<file path="src/hw/rtl/rigid_pose_quaternion_unit_macros.svh">
// ----------------------------------------------------------------------------
// Rigid pose quaternion unit - assertion macros
// Shared property wrappers for the clocked checks of the pose unit.
// ----------------------------------------------------------------------------
`ifndef RIGID_POSE_QUATERNION_UNIT_MACROS_SVH
`define RIGID_POSE_QUATERNION_UNIT_MACROS_SVH

// Check that the consequent holds in the same cycle as the antecedent
`define RPQ_ASSERT_IMP(label, ante, cons) \
    label: assert property (@(posedge i_clk) disable iff (!i_rst_n) (ante) |-> (cons)) \
        else $error("rpq: check failed");

// Check that the consequent holds in the cycle after the antecedent
`define RPQ_ASSERT_NXT(label, ante, cons) \
    label: assert property (@(posedge i_clk) disable iff (!i_rst_n) (ante) |=> (cons)) \
        else $error("rpq: check failed");

`endif

</file>
<file path="src/hw/rtl/rpq_pkg.sv">
// ----------------------------------------------------------------------------
// Rigid pose quaternion unit - package
// Widths, operation codes, sequencer phases and the quaternion product table.
// ----------------------------------------------------------------------------
package rpq_pkg;

    // Datapath widths
    localparam int AW    = 36;          // multiplier operand A (vector or partial)
    localparam int BW    = 17;          // multiplier operand B (quaternion term)
    localparam int PW    = AW + BW;     // full product
    localparam int SHIFT = 14;          // Q2.14 scaling
    localparam int ACCW  = 56;          // accumulator
    localparam int RW    = ACCW - SHIFT; // scaled accumulator result
    localparam int SW    = RW + 2;      // translation sum

    typedef enum logic [1:0] {
        OP_LOAD    = 2'd0,
        OP_COMPOSE = 2'd1,
        OP_INVERT  = 2'd2,
        OP_XFORM   = 2'd3
    } t_op;

    // Passes of the shared multiply-accumulate unit
    typedef enum logic [1:0] {
        PH_QQ  = 2'd0,   // reference rotation times input rotation
        PH_RV1 = 2'd1,   // rotation quaternion times vector
        PH_RV2 = 2'd2    // partial product times conjugate
    } t_phase;

    // Term issued to the multiply-accumulate unit
    typedef struct packed {
        logic       vld;
        logic       neg;
        logic       first;
        logic       last;
        logic [1:0] comp;
        t_phase     phase;
    } t_mac_issue;

    // Finished component leaving the multiply-accumulate unit
    typedef struct packed {
        logic       vld;
        logic [1:0] comp;
        t_phase     phase;
    } t_mac_wr;

    // Quaternion product r = a*b: step = comp*4 + term.
    // Left operand index per step; right operand index is (term - 1) mod 4.
    localparam logic [15:0][1:0] TERM_A = {
        2'd2, 2'd1, 2'd0, 2'd3,
        2'd3, 2'd0, 2'd1, 2'd2,
        2'd0, 2'd3, 2'd2, 2'd1,
        2'd1, 2'd2, 2'd3, 2'd0
    };

    // Terms that are subtracted
    localparam logic [15:0] TERM_NEG = 16'b1110_0010_1000_0100;

endpackage

</file>
<file path="src/hw/rtl/rigid_pose_quaternion_unit.sv">
// ----------------------------------------------------------------------------
// Rigid pose quaternion unit - top level
// Fixed-point pose arithmetic: reference load, pose composition, pose
// inversion and point transform, all on one shared multiply-accumulate unit.
// ----------------------------------------------------------------------------
//   channel  | valid        | stall        | payload
//   ---------+--------------+--------------+------------------------------------
//   input    | i_in_valid   | o_in_stall   | i_op, i_rot_x..w, i_pos_x..z
//   output   | o_out_valid  | i_out_stall  | o_out_rot_x..w, o_out_pos_x..z,
//            |              |              | o_saturated
//
// A load transaction completes in its acceptance cycle and gives no result.
// Compose runs the rotation pass and then the vector passes, invert or
// transform only the vector passes: one 36x17 product per cycle through the
// shared multiplier while a pass runs, with a pipeline drain between passes.
// The input stalls while a transaction runs; a finished result waits in the
// output register. Reset sets the reference to the identity pose.
// ----------------------------------------------------------------------------
`include "rigid_pose_quaternion_unit_macros.svh"

module rigid_pose_quaternion_unit (
    input  logic               i_clk,
    input  logic               i_rst_n,
    input  logic               i_in_valid,
    output logic               o_in_stall,
    input  logic [1:0]         i_op,
    input  logic signed [15:0] i_rot_x,
    input  logic signed [15:0] i_rot_y,
    input  logic signed [15:0] i_rot_z,
    input  logic signed [15:0] i_rot_w,
    input  logic signed [31:0] i_pos_x,
    input  logic signed [31:0] i_pos_y,
    input  logic signed [31:0] i_pos_z,
    output logic               o_out_valid,
    input  logic               i_out_stall,
    output logic signed [15:0] o_out_rot_x,
    output logic signed [15:0] o_out_rot_y,
    output logic signed [15:0] o_out_rot_z,
    output logic signed [15:0] o_out_rot_w,
    output logic signed [31:0] o_out_pos_x,
    output logic signed [31:0] o_out_pos_y,
    output logic signed [31:0] o_out_pos_z,
    output logic               o_saturated
);

    localparam int AW = rpq_pkg::AW;
    localparam int BW = rpq_pkg::BW;
    localparam int RW = rpq_pkg::RW;
    localparam int SW = rpq_pkg::SW;

    localparam logic signed [15:0] ROT_MAX = 16'sh7fff;
    localparam logic signed [15:0] ROT_MIN = 16'sh8000;
    localparam logic signed [31:0] POS_MAX = 32'sh7fff_ffff;
    localparam logic signed [31:0] POS_MIN = 32'sh8000_0000;
    localparam logic signed [15:0] ROT_ONE = 16'sd16384;

    typedef enum logic [1:0] {
        S_IDLE,
        S_RUN,
        S_DRAIN,
        S_DONE
    } t_state;

    t_state                  r_state;
    rpq_pkg::t_phase         r_phase;
    rpq_pkg::t_op            r_op;
    logic [3:0]              r_step;

    logic signed [15:0]      r_q    [4];
    logic signed [31:0]      r_p    [3];
    logic signed [15:0]      r_rq   [4];
    logic signed [31:0]      r_rp   [3];
    logic signed [AW-1:0]    r_t    [4];
    logic signed [15:0]      r_orot [4];
    logic signed [31:0]      r_opos [3];
    logic                    r_sat;

    logic                    r_out_valid;
    logic signed [15:0]      r_out_rot [4];
    logic signed [31:0]      r_out_pos [3];
    logic                    r_out_sat;

    logic                    w_accept;
    logic                    w_in_sat;
    logic [1:0]              w_a_idx;
    logic [1:0]              w_b_idx;
    logic [1:0]              w_q_idx;
    logic [1:0]              w_rq_idx;
    logic                    w_conj;
    logic signed [BW-1:0]    w_q_sel;
    logic signed [BW-1:0]    w_rq_sel;
    logic signed [BW-1:0]    w_qr;
    logic signed [BW-1:0]    w_cq;
    logic signed [AW-1:0]    w_p_sel;
    logic signed [AW-1:0]    w_op_a;
    logic signed [BW-1:0]    w_op_b;
    logic                    w_last_step;
    rpq_pkg::t_mac_issue     w_issue;
    rpq_pkg::t_mac_wr        w_wr;
    logic signed [RW-1:0]    w_res;
    logic                    w_busy;
    logic signed [31:0]      w_rp_sel;
    logic signed [SW-1:0]    w_pos_sum;
    logic                    w_rot_ovf;
    logic signed [15:0]      w_rot_clamp;
    logic                    w_pos_ovf;
    logic signed [31:0]      w_pos_clamp;

    assign w_accept   = i_in_valid & (r_state == S_IDLE);
    assign o_in_stall = (r_state != S_IDLE);

    // Conjugate of the most negative component does not fit: flag it
    assign w_in_sat = (i_rot_x == ROT_MIN) | (i_rot_y == ROT_MIN) | (i_rot_z == ROT_MIN);

    // Term indices for the current step
    assign w_a_idx  = rpq_pkg::TERM_A[r_step];
    assign w_b_idx  = r_step[1:0] - 2'd1;
    assign w_q_idx  = (r_phase == rpq_pkg::PH_RV1) ? w_a_idx : w_b_idx;
    assign w_rq_idx = (r_phase == rpq_pkg::PH_RV2) ? w_b_idx : w_a_idx;

    // Rotation quaternion of the vector pass and its conjugate
    assign w_q_sel  = BW'(r_q[w_q_idx]);
    assign w_rq_sel = BW'(r_rq[w_rq_idx]);
    assign w_conj   = (w_q_idx != 2'd3);
    assign w_qr     = (r_op == rpq_pkg::OP_INVERT) ? (w_conj ? -w_q_sel : w_q_sel) : w_rq_sel;
    assign w_cq     = w_conj ? -w_qr : w_qr;

    // Vector operand, with a zero scalar part
    always_comb begin
        case (w_b_idx)
            2'd0:    w_p_sel = AW'(r_p[0]);
            2'd1:    w_p_sel = AW'(r_p[1]);
            2'd2:    w_p_sel = AW'(r_p[2]);
            default: w_p_sel = '0;
        endcase
    end

    // Route operands to the shared multiplier
    always_comb begin
        unique case (r_phase)
            rpq_pkg::PH_QQ: begin
                w_op_a = AW'(r_rq[w_rq_idx]);
                w_op_b = w_q_sel;
            end
            rpq_pkg::PH_RV1: begin
                w_op_a = w_p_sel;
                w_op_b = w_qr;
            end
            rpq_pkg::PH_RV2: begin
                w_op_a = r_t[w_a_idx];
                w_op_b = w_cq;
            end
            default: begin
                w_op_a = '0;
                w_op_b = '0;
            end
        endcase
    end

    // Issue one term per cycle while running
    assign w_last_step   = (r_phase == rpq_pkg::PH_RV2) ? (r_step == 4'd11) : (r_step == 4'd15);
    assign w_issue.vld   = (r_state == S_RUN);
    assign w_issue.neg   = rpq_pkg::TERM_NEG[r_step];
    assign w_issue.first = (r_step[1:0] == 2'd0);
    assign w_issue.last  = (r_step[1:0] == 2'd3);
    assign w_issue.comp  = r_step[3:2];
    assign w_issue.phase = r_phase;

    rpq_mac u_mac (
        .i_clk   (i_clk),
        .i_rst_n (i_rst_n),
        .i_issue (w_issue),
        .i_a     (w_op_a),
        .i_b     (w_op_b),
        .o_wr    (w_wr),
        .o_res   (w_res),
        .o_busy  (w_busy)
    );

    // Clamp a composed rotation component
    assign w_rot_ovf   = (w_res > RW'(ROT_MAX)) | (w_res < RW'(ROT_MIN));
    assign w_rot_clamp = w_rot_ovf ? (w_res[RW-1] ? ROT_MIN : ROT_MAX) : w_res[15:0];

    // Form and clamp a translation component
    always_comb begin
        case (w_wr.comp)
            2'd0:    w_rp_sel = r_rp[0];
            2'd1:    w_rp_sel = r_rp[1];
            2'd2:    w_rp_sel = r_rp[2];
            default: w_rp_sel = '0;
        endcase
    end

    assign w_pos_sum   = (r_op == rpq_pkg::OP_INVERT) ? -SW'(w_res) : SW'(w_res) + SW'(w_rp_sel);
    assign w_pos_ovf   = (w_pos_sum > SW'(POS_MAX)) | (w_pos_sum < SW'(POS_MIN));
    assign w_pos_clamp = w_pos_ovf ? (w_pos_sum[SW-1] ? POS_MIN : POS_MAX) : w_pos_sum[31:0];

    // Sequencer, pose state and output register
    always_ff @(posedge i_clk) begin
        if (!i_rst_n) begin
            r_state     <= S_IDLE;
            r_phase     <= rpq_pkg::PH_QQ;
            r_op        <= rpq_pkg::OP_LOAD;
            r_step      <= '0;
            r_out_valid <= 1'b0;
            r_rq[0]     <= '0;
            r_rq[1]     <= '0;
            r_rq[2]     <= '0;
            r_rq[3]     <= ROT_ONE;
            r_rp[0]     <= '0;
            r_rp[1]     <= '0;
            r_rp[2]     <= '0;
        end else begin
            // Drop the output once taken
            if (r_out_valid && !i_out_stall) begin
                r_out_valid <= 1'b0;
            end

            // Write back a finished component
            if (w_wr.vld) begin
                case (w_wr.phase)
                    rpq_pkg::PH_QQ: begin
                        r_orot[w_wr.comp] <= w_rot_clamp;
                        if (w_rot_ovf) begin
                            r_sat <= 1'b1;
                        end
                    end
                    rpq_pkg::PH_RV1: begin
                        r_t[w_wr.comp] <= w_res[AW-1:0];
                    end
                    default: begin
                        case (w_wr.comp)
                            2'd0:    r_opos[0] <= w_pos_clamp;
                            2'd1:    r_opos[1] <= w_pos_clamp;
                            default: r_opos[2] <= w_pos_clamp;
                        endcase
                        if (w_pos_ovf) begin
                            r_sat <= 1'b1;
                        end
                    end
                endcase
            end

            unique case (r_state)
                S_IDLE: begin
                    if (w_accept) begin
                        r_op   <= rpq_pkg::t_op'(i_op);
                        r_step <= '0;
                        r_q[0] <= i_rot_x;
                        r_q[1] <= i_rot_y;
                        r_q[2] <= i_rot_z;
                        r_q[3] <= i_rot_w;
                        r_p[0] <= i_pos_x;
                        r_p[1] <= i_pos_y;
                        r_p[2] <= i_pos_z;
                        unique case (rpq_pkg::t_op'(i_op))
                            rpq_pkg::OP_LOAD: begin
                                r_rq[0] <= i_rot_x;
                                r_rq[1] <= i_rot_y;
                                r_rq[2] <= i_rot_z;
                                r_rq[3] <= i_rot_w;
                                r_rp[0] <= i_pos_x;
                                r_rp[1] <= i_pos_y;
                                r_rp[2] <= i_pos_z;
                            end
                            rpq_pkg::OP_COMPOSE: begin
                                r_state <= S_RUN;
                                r_phase <= rpq_pkg::PH_QQ;
                                r_sat   <= 1'b0;
                            end
                            rpq_pkg::OP_INVERT: begin
                                r_state   <= S_RUN;
                                r_phase   <= rpq_pkg::PH_RV1;
                                r_sat     <= w_in_sat;
                                r_orot[0] <= (i_rot_x == ROT_MIN) ? ROT_MAX : -i_rot_x;
                                r_orot[1] <= (i_rot_y == ROT_MIN) ? ROT_MAX : -i_rot_y;
                                r_orot[2] <= (i_rot_z == ROT_MIN) ? ROT_MAX : -i_rot_z;
                                r_orot[3] <= i_rot_w;
                            end
                            default: begin
                                r_state   <= S_RUN;
                                r_phase   <= rpq_pkg::PH_RV1;
                                r_sat     <= 1'b0;
                                r_orot[0] <= r_rq[0];
                                r_orot[1] <= r_rq[1];
                                r_orot[2] <= r_rq[2];
                                r_orot[3] <= r_rq[3];
                            end
                        endcase
                    end
                end
                S_RUN: begin
                    // Advance through the terms of this pass
                    if (w_last_step) begin
                        r_step  <= '0;
                        r_state <= S_DRAIN;
                    end else begin
                        r_step <= r_step + 4'd1;
                    end
                end
                S_DRAIN: begin
                    // Hold until the last component is written back
                    if (!w_busy) begin
                        unique case (r_phase)
                            rpq_pkg::PH_QQ: begin
                                r_phase <= rpq_pkg::PH_RV1;
                                r_state <= S_RUN;
                            end
                            rpq_pkg::PH_RV1: begin
                                r_phase <= rpq_pkg::PH_RV2;
                                r_state <= S_RUN;
                            end
                            default: begin
                                r_state <= S_DONE;
                            end
                        endcase
                    end
                end
                S_DONE: begin
                    // Load the output register once it is free
                    if (!r_out_valid || !i_out_stall) begin
                        r_out_valid  <= 1'b1;
                        r_out_rot[0] <= r_orot[0];
                        r_out_rot[1] <= r_orot[1];
                        r_out_rot[2] <= r_orot[2];
                        r_out_rot[3] <= r_orot[3];
                        r_out_pos[0] <= r_opos[0];
                        r_out_pos[1] <= r_opos[1];
                        r_out_pos[2] <= r_opos[2];
                        r_out_sat    <= r_sat;
                        r_state      <= S_IDLE;
                    end
                end
                default: begin
                    r_state <= S_IDLE;
                end
            endcase
        end
    end

    assign o_out_valid = r_out_valid;
    assign o_out_rot_x = r_out_rot[0];
    assign o_out_rot_y = r_out_rot[1];
    assign o_out_rot_z = r_out_rot[2];
    assign o_out_rot_w = r_out_rot[3];
    assign o_out_pos_x = r_out_pos[0];
    assign o_out_pos_y = r_out_pos[1];
    assign o_out_pos_z = r_out_pos[2];
    assign o_saturated = r_out_sat;

    // Write-backs only happen while a transaction is in flight
    `RPQ_ASSERT_IMP(a_wr_in_flight, w_wr.vld, (r_state == S_RUN) || (r_state == S_DRAIN))

    // The pipeline is empty once all passes are finished
    `RPQ_ASSERT_IMP(a_done_drained, r_state == S_DONE, !w_busy)

    // A reference load completes in its acceptance cycle
    `RPQ_ASSERT_NXT(a_load_single, w_accept && (i_op == rpq_pkg::OP_LOAD), r_state == S_IDLE)

endmodule

</file>
<file path="src/hw/rtl/rpq_mac.sv">
// ----------------------------------------------------------------------------
// Rigid pose quaternion unit - multiply-accumulate
// Shared signed multiplier with a registered product and a four-term
// accumulator; returns the sum shifted right arithmetically by 14.
// ----------------------------------------------------------------------------
module rpq_mac (
    input  logic                                 i_clk,
    input  logic                                 i_rst_n,
    input  rpq_pkg::t_mac_issue                  i_issue,
    input  logic signed [rpq_pkg::AW-1:0]        i_a,
    input  logic signed [rpq_pkg::BW-1:0]        i_b,
    output rpq_pkg::t_mac_wr                     o_wr,
    output logic signed [rpq_pkg::RW-1:0]        o_res,
    output logic                                 o_busy
);

    localparam int PW   = rpq_pkg::PW;
    localparam int ACCW = rpq_pkg::ACCW;

    rpq_pkg::t_mac_issue          r_ctl1;
    rpq_pkg::t_mac_wr             r_ctl2;
    logic signed [PW-1:0]         r_prod;
    logic signed [ACCW-1:0]       r_acc;

    logic signed [PW-1:0]         w_prod;
    logic signed [ACCW-1:0]       w_ext;
    logic signed [ACCW-1:0]       w_term;
    logic signed [ACCW-1:0]       w_base;

    // Form the product of the issued operands
    assign w_prod = i_a * i_b;

    // Sign the registered product and pick the running sum
    assign w_ext  = ACCW'(r_prod);
    assign w_term = r_ctl1.neg ? -w_ext : w_ext;
    assign w_base = r_ctl1.first ? '0 : r_acc;

    // Control pipeline
    always_ff @(posedge i_clk) begin
        if (!i_rst_n) begin
            r_ctl1 <= '0;
            r_ctl2 <= '0;
        end else begin
            r_ctl1     <= i_issue;
            r_ctl2.vld <= r_ctl1.vld & r_ctl1.last;
            r_ctl2.comp  <= r_ctl1.comp;
            r_ctl2.phase <= r_ctl1.phase;
        end
    end

    // Product and accumulator
    always_ff @(posedge i_clk) begin
        r_prod <= w_prod;
        if (r_ctl1.vld) begin
            r_acc <= w_base + w_term;
        end
    end

    assign o_wr   = r_ctl2;
    assign o_res  = $signed(r_acc[ACCW-1:rpq_pkg::SHIFT]);
    assign o_busy = r_ctl1.vld | r_ctl2.vld;

endmodule
</file>
<file path="config.mk">
export PLATFORM = sky130hd
export DESIGN_NAME = rigid_pose_quaternion_unit
export DESIGN_NICKNAME = d
export VERILOG_FILES = /design/src/hw/rtl/rpq_pkg.sv /design/src/hw/rtl/rigid_pose_quaternion_unit.sv /design/src/hw/rtl/rpq_mac.sv
export VERILOG_INCLUDE_DIRS = /design/src /design/src/hw/rtl
export SDC_FILE = /design/constraint.sdc
export NUM_CORES = 2
export LEC_CHECK = 0
export BUFFER_PORTS_ARGS = -buffer_cell sky130_fd_sc_hd__clkbuf_2
export CAP_MARGIN = 20
export CORE_MARGIN = 5
export CORE_UTILIZATION = 68
export DETAILED_ROUTE_END_ITERATION = 8
export PLACE_DENSITY = 0.89
export REMOVE_ABC_BUFFERS = 1
export SYNTH_ARGS = -nofsm -noshare
export SYNTH_HDL_FRONTEND = slang
export SYNTH_SLANG_ARGS = --single-unit
</file>
<file path="constraint.sdc">
create_clock -name i_clk -period 29.4 [get_ports i_clk]
set_clock_uncertainty 0.15 [all_clocks]
set_input_delay 2.94 -clock i_clk [delete_from_list [all_inputs] [get_ports i_clk]]
set_output_delay 2.94 -clock i_clk [all_outputs]
set_load 0.02 [all_outputs]
</file>
* Yosys cells after proc, flatten, opt, wreduce, memory -nomap -nowiden
Memories as Yosys holds them, arrays and structs flattened. A register that Yosys moved wholly into a read port is not among the register bits.
Cells that the tools add are included.
** Word-level totals
- Flip-flop bits (word level) :: 134
- RAM bits :: 784
- ROM bits :: 48
- Output and inout port bits :: 163
- Logic and storage cells :: 227
- Memories kept :: 11
** Memories
- r_t :: depth 4, bits a word 36, rd ports 1, clocked after Yosys merged registers in 0, write ports 1, RTL line rigid_pose_quaternion_unit.sv:73 : logic signed [AW-1:0] r_t [4];
- r_opos :: depth 3, bits a word 32, rd ports 3, clocked after Yosys merged registers in 0, write ports 1, RTL line rigid_pose_quaternion_unit.sv:75 : logic signed [31:0] r_opos [3];
- r_out_pos :: depth 3, bits a word 32, rd ports 3, clocked after Yosys merged registers in 0, write ports 3, RTL line rigid_pose_quaternion_unit.sv:80 : logic signed [31:0] r_out_pos [3];
- r_p :: depth 3, bits a word 32, rd ports 3, clocked after Yosys merged registers in 0, write ports 3, RTL line rigid_pose_quaternion_unit.sv:70 : logic signed [31:0] r_p [3];
- r_rp :: depth 3, bits a word 32, rd ports 3, clocked after Yosys merged registers in 0, write ports 3, RTL line rigid_pose_quaternion_unit.sv:72 : logic signed [31:0] r_rp [3];
- r_orot :: depth 4, bits a word 16, rd ports 4, clocked after Yosys merged registers in 0, write ports 5, RTL line rigid_pose_quaternion_unit.sv:74 : logic signed [15:0] r_orot [4];
- +5 memories
** Cells by class
- Add/sub/neg operators :: 11
- Multiply operators :: 1
- Magnitude comparators :: 5
- Equal/unequal tests :: 26
- Mux-type cells :: 112
- Bitwise operators :: 18
- Reduce and logical (&&, ||, !) cells :: 26
** Operators by type and width (number)
- 2-to-1 mux 32 bit :: 7
- case mux 36 bit (3 select lines) :: 2
- 2-to-1 mux 16 bit :: 13
- 2-to-1 mux 56 bit :: 2
- case mux 32 bit (3 select lines) :: 1
- OR reduction 32 bit :: 2
- 2-to-1 mux 1 bit :: 58
- adder 56 bit :: 1
- negator 53 -> 56 bit :: 1
- multiplier 36 x 17 -> 53 bit :: 1
- 2-to-1 mux 17 bit :: 3
- case mux 17 bit (3 select lines) :: 1
- equality test 16 bit, second input constant :: 3
- negator 16 bit :: 3
- greater-than comparator 44 x 32 -> 1 bit, second input constant :: 1
- less-than comparator 44 x 32 -> 1 bit, second input constant :: 1
- 2-to-1 mux 44 bit :: 1
- negator 42 -> 44 bit :: 1
- adder 42 x 32 -> 43 bit :: 1
- greater-than comparator 42 x 16 -> 1 bit, second input constant :: 1
- less-than comparator 42 x 16 -> 1 bit, second input constant :: 1
- 2-to-1 mux 2 bit :: 13
- negator 16 -> 17 bit :: 1
- negator 17 bit :: 1
- 25 further kinds :: 79

* Longest topological paths before layout
- Word-level depth :: 12
- Mapped depth :: 47

* Modules after synthesis
A second synthesis with hierarchy kept.
** Unflattened totals
- Cell total of the unflattened synthesis :: 6001
- Area total of the unflattened synthesis :: 65766.8 um^2
** Modules (own cells, without submodules)
- rigid_pose_quaternion_unit :: times used 1, cells each 2770, area each 36770.3 um^2, seq. area each 23882.9 um^2
- rpq_mac :: times used 1, cells each 3231, area each 28996.6 um^2, seq. area each 3002.9 um^2

* Worst setup path after synthesis
OpenSTA, ideal clock, no wires.
- Kind :: input to register
- Start point :: input i_rst_n
- End point :: memory r_out_pos[0][0], enable pin
- Setup time :: 733 ps
- Arrival time :: 11015 ps
- Required time :: 28517 ps
- Path slack :: 17502 ps
- Stages :: 3
- Path buffers :: 1
- Path through :: clkbuf_1 > nand3_1 > a21oi_1
** RTL lines
- from (decl) :: RTL line rigid_pose_quaternion_unit.sv:23 : input logic i_rst_n,
- to (decl) :: RTL line rigid_pose_quaternion_unit.sv:80

* Worst setup path in the final report
- Start point :: register r_step[0]
- End point :: register u_mac.r_prod[52]
** On the way
- Cells in the longest elaborated chain, start to end :: 10
- Elaborated cells on any way between the ends :: 18
** Ends and longest elaborated chain
- from (decl) :: RTL line rigid_pose_quaternion_unit.sv:67 : logic [3:0] r_step;
- from (signal assigned) :: RTL line rigid_pose_quaternion_unit.sv:298 : r_step <= r_step + 4'd1;
- subtractor 2 x 1 -> 2 bit (*) :: RTL line rigid_pose_quaternion_unit.sv:117 : assign w_b_idx = r_step[1:0] - 2'd1;
- 2-to-1 mux 2 bit :: RTL line rigid_pose_quaternion_unit.sv:118 : assign w_q_idx = (r_phase == rpq_pkg::PH_RV1) ? w_a_idx : w_b_idx;
- memory (4 x 16 bit)
- negator 16 -> 17 bit :: RTL line rigid_pose_quaternion_unit.sv:125 : assign w_qr = (r_op == rpq_pkg::OP_INVERT) ? (w_conj ? -w_q_sel : w_q_sel) : w_rq_sel;
- 2-to-1 mux 17 bit (2 in a row) :: RTL line rigid_pose_quaternion_unit.sv:125
- negator 17 bit :: RTL line rigid_pose_quaternion_unit.sv:126 : assign w_cq = w_conj ? -w_qr : w_qr;
- 2-to-1 mux 17 bit :: RTL line rigid_pose_quaternion_unit.sv:126
- case mux 17 bit (3 select lines) :: RTL line rigid_pose_quaternion_unit.sv:140 : unique case (r_phase)
- multiplier 36 x 17 -> 53 bit (*) :: RTL line rpq_mac.sv:31 : assign w_prod = i_a * i_b;
- net u_mac.w_prod[52] :: RTL line rpq_mac.sv:25 : logic signed [PW-1:0] w_prod;
- to (signal assigned) :: RTL line rpq_mac.sv:53 : r_prod <= w_prod;
- to (decl) :: RTL line rpq_mac.sv:22 : logic signed [PW-1:0] r_prod;
Mark *: on every way through the listed nets, which the timed path passes. The rest lies on a longest branch.
A chain may end at the register's enable or synchronous reset.

==> flow_metrics.env <==
export IMPL_status="finished with violations"
export IMPL_violations="design-rule violations"
export IMPL_worstMarginPinSlew_ns=1.38
export IMPL_num_rows=113
export IMPL_hold_buffers=0
export IMPL_yosys_warnings=0
export IMPL_wl_per_cell_um=27.7
export IMPL_syn_to_final_growth_pct=9.75
export IMPL_fmax_mhz=77.4
export IMPL_nNetsFinal=7197
export IMPL_gr_usage_all_layers_pct=40.7
export IMPL_synthTopCellsByCount="842 x edfxtp_1, 675 x inv_1, 584 x fa_1, 560 x nor2_1, 519 x nand2_1"
export IMPL_slew_violations=0
export IMPL_yosysTopAreaCell="edfxtp_1"
export IMPL_cts_buffer_depth=3
export IMPL_synth_edf_count=842
export IMPL_final_antenna_net_count=0
export IMPL_ys_types=93
export IMPL_path_max_fanout=31
export IMPL_setup_viol=0
export IMPL_core_area_um2=95000
export IMPL_syn_inst=5955
export IMPL_grt_pass1_wl_mm=314
export IMPL_synthTopCellsByArea="edfxtp_1 39%, fa_1 18%, ha_1 4.4%"
export IMPL_maxCapViolCount=0
export IMPL_io_pins=329
export IMPL_grt_overflow=0
export IMPL_hold_violations=0
export IMPL_die_area_um2=102000
export IMPL_initial_core_util_pct=68.4
export IMPL_syn_avg_cell_area_um2=10.9
export IMPL_cp_common_cell="fa_1"
export IMPL_gp_congestion=1.04
export IMPL_grt_pass1_vias=51300
export IMPL_yosysMostFrequentCell="edfxtp_1"
export IMPL_worst_setup_path_end_kind="flip-flop"
export IMPL_critPathSlowestCell="nor4b_1"
export IMPL_drc=112
export IMPL_grt_max_degree=127
export IMPL_yosysTopAreaCellShare_pct=38.9
export IMPL_cp_arrival_ns=13.37
export IMPL_wl_mm=209
export IMPL_hp_class="reg -> reg"
export IMPL_dr_pass1_iters=9
export IMPL_htree_levels=3
export IMPL_timing_setup_tns_ns=0
export IMPL_grt_setup_unrepaired="false"
export IMPL_critPathRequiredTime_ns=29.84
export IMPL_cts_tree="done"
export IMPL_synth_area_um2=65000
export IMPL_post_route_period_util_pct=44.0
export IMPL_yosysSeqAreaShare_pct=41.3
export IMPL_vias_per_cell=6.69
export IMPL_clkTransAtPathRegs_ns=0.06
export IMPL_drt_iter0_drc=6989
export IMPL_antenna_found_initial=8
export IMPL_drive_above_1_share_pct=11.9
export IMPL_cts_sinks=921
export IMPL_cts_root_buf="clkbuf_16"
export IMPL_period_needed_ns=12.92
export IMPL_max_stage_delay_ns=0.84
export IMPL_cts_resized=0
export IMPL_dieWidth_um=319
export IMPL_cts_buffers_inserted=90
export IMPL_start_kind="flip-flop"
export IMPL_max_slew_margin_pct=7.54
export IMPL_portBuffers=328
export IMPL_dr_total_vias=50700
export IMPL_path_class="reg -> reg"
export IMPL_place_hpwl_mm=153
export IMPL_ys_flop_type="edfxtp_1"
export IMPL_ys_ff_latch=921
export IMPL_cts_setup_buffers=0
export IMPL_synthArstFlopShare_pct=0
export IMPL_die_h_um=319
export IMPL_clkLatencyLatePin_ns=0.71
-- critical path, delay by kind of cell (launching register included) --
family,cells,cell delay (ns)
AND/OR/NAND/NOR,5,1.92
buffers and inverters,6,1.17
adder cells (fa/ha/maj),8,4.07
multiplexers,1,0.65
XOR/XNOR,2,0.35
flip-flops,1,0.64
AO/OA/AOI/OAI,13,3.81
-- cells in the final DEF (no fill, tap or decap), types with 31 or more instances in the layout --
cell | netlist | layout
nor2b_1 | 89 | 85
or3_1 | 39 | 38
ha_1 | 231 | 228
a21o_1 | 78 | 78
nand3_1 | 61 | 61
mux2_2 | 36 | 36
o21a_1 | 31 | 31
nor3_1 | 73 | 70
a211oi_1 | 42 | 42
a21oi_1 | 254 | 251
a31oi_1 | 31 | 31
mux2i_1 | 134 | 132
xor2_1 | 74 | 74
nand2b_1 | 73 | 72
mux4_2 | 40 | 40
nand4_1 | 41 | 41
o31ai_1 | 33 | 31
clkbuf_2 | 0 | 328
edfxtp_1 | 842 | 842
dfxtp_1 | 79 | 72
xnor2_1 | 193 | 193
fa_1 | 584 | 584
nor2_1 | 560 | 556
a222oi_1 | 32 | 32
inv_1 | 675 | 675
nand2_1 | 519 | 518
o21ai_0 | 245 | 230
buf_4 | 1 | 94
and2_1 | 206 | 205
clkbuf_16 | 0 | 92
o22ai_1 | 46 | 44
-- flip-flops by register name, summed over array words and instances (netlist names), 8 cells and up --
| register | count |
|---|---|
| u_mac.r_acc | 56 |
| r_q | 64 |
| r_rq | 64 |
| r_t | 144 |
| r_opos | 96 |
| r_rp | 96 |
| r_out_rot | 64 |
| r_out_pos | 96 |
| u_mac.r_prod | 53 |
| r_p | 96 |
| u_mac.r_ctl1 | 8 |
| r_orot | 64 |
-- final timing paths --
check | from | end | slack (ns) | cells past startpoint
min | r_orot[3][1]$_DFFE_PP_ | r_out_rot[3][1]$_DFFE_PP_ | 0.24 | 0
min reg2reg | r_orot[3][1]$_DFFE_PP_ | r_out_rot[3][1]$_DFFE_PP_ | 0.24 | 0
max | r_step[0]$_SDFFE_PN0P_ | u_mac.r_prod[52]$_DFF_P_ | 16.48 | 35
max reg2reg | r_step[0]$_SDFFE_PN0P_ | u_mac.r_prod[52]$_DFF_P_ | 16.48 | 35
-- cell families (layout without fill, tap and decap cells) --
logic type                 Yosys count  count (layout)  synth area share (%)
AOI/OAI and AO/OA                  997             997                  9.89
buffers and inverters              941            1277                  5.49
adders and majority gates          815             815                  22.4
and+or+nand+nor                   1803            1803                  13.2
other                                0              13                     0
muxes                              210             210                  4.07
xor gates and xnor gates           268             268                  3.62
DFF                                921             921                  41.3
-- per-layer routing --
layer | GRT usage [%] | share of wire, % | routed length [µm]
met5 | 0 | 0.017 | 36
met4 | 26.6 | 8.9 | 18700
met3 | 12.3 | 14 | 28400
met2 | 63.6 | 45 | 93800
met1 | 49.5 | 33 | 68400
-- final cells by class --
class / instances / area, µm²
timing repair buffer: 433 / 2460
multi-input combinational: 4093 / 34800
sequential: 921 / 26900
clock buffer: 115 / 2410
fill: 5930 / 23700
clock inverter: 52 / 631
antenna: 13 / 32.5
inverter: 677 / 2540
tap: 1265 / 1580
-- stage by stage --
step	instance area [µm²]	hold WS, ns	util, %	setup WS, ns	instances
after global routing	71300	0.266	75.1	15.83	7562
final	71400	0.238	75.1	16.48	7569
after detailed placement	68200	0.255	71.8	16.77	7381
after global placement	68100	0.251	71.7	17.01	7373
after CTS	71300	0.234	75.0	16.71	7548
after floorplan	64000	0.250	-	16.09	5691
Power is not shown: default switching activity piles up to over one toggle a cycle in this logic, so the estimate is an artifact.
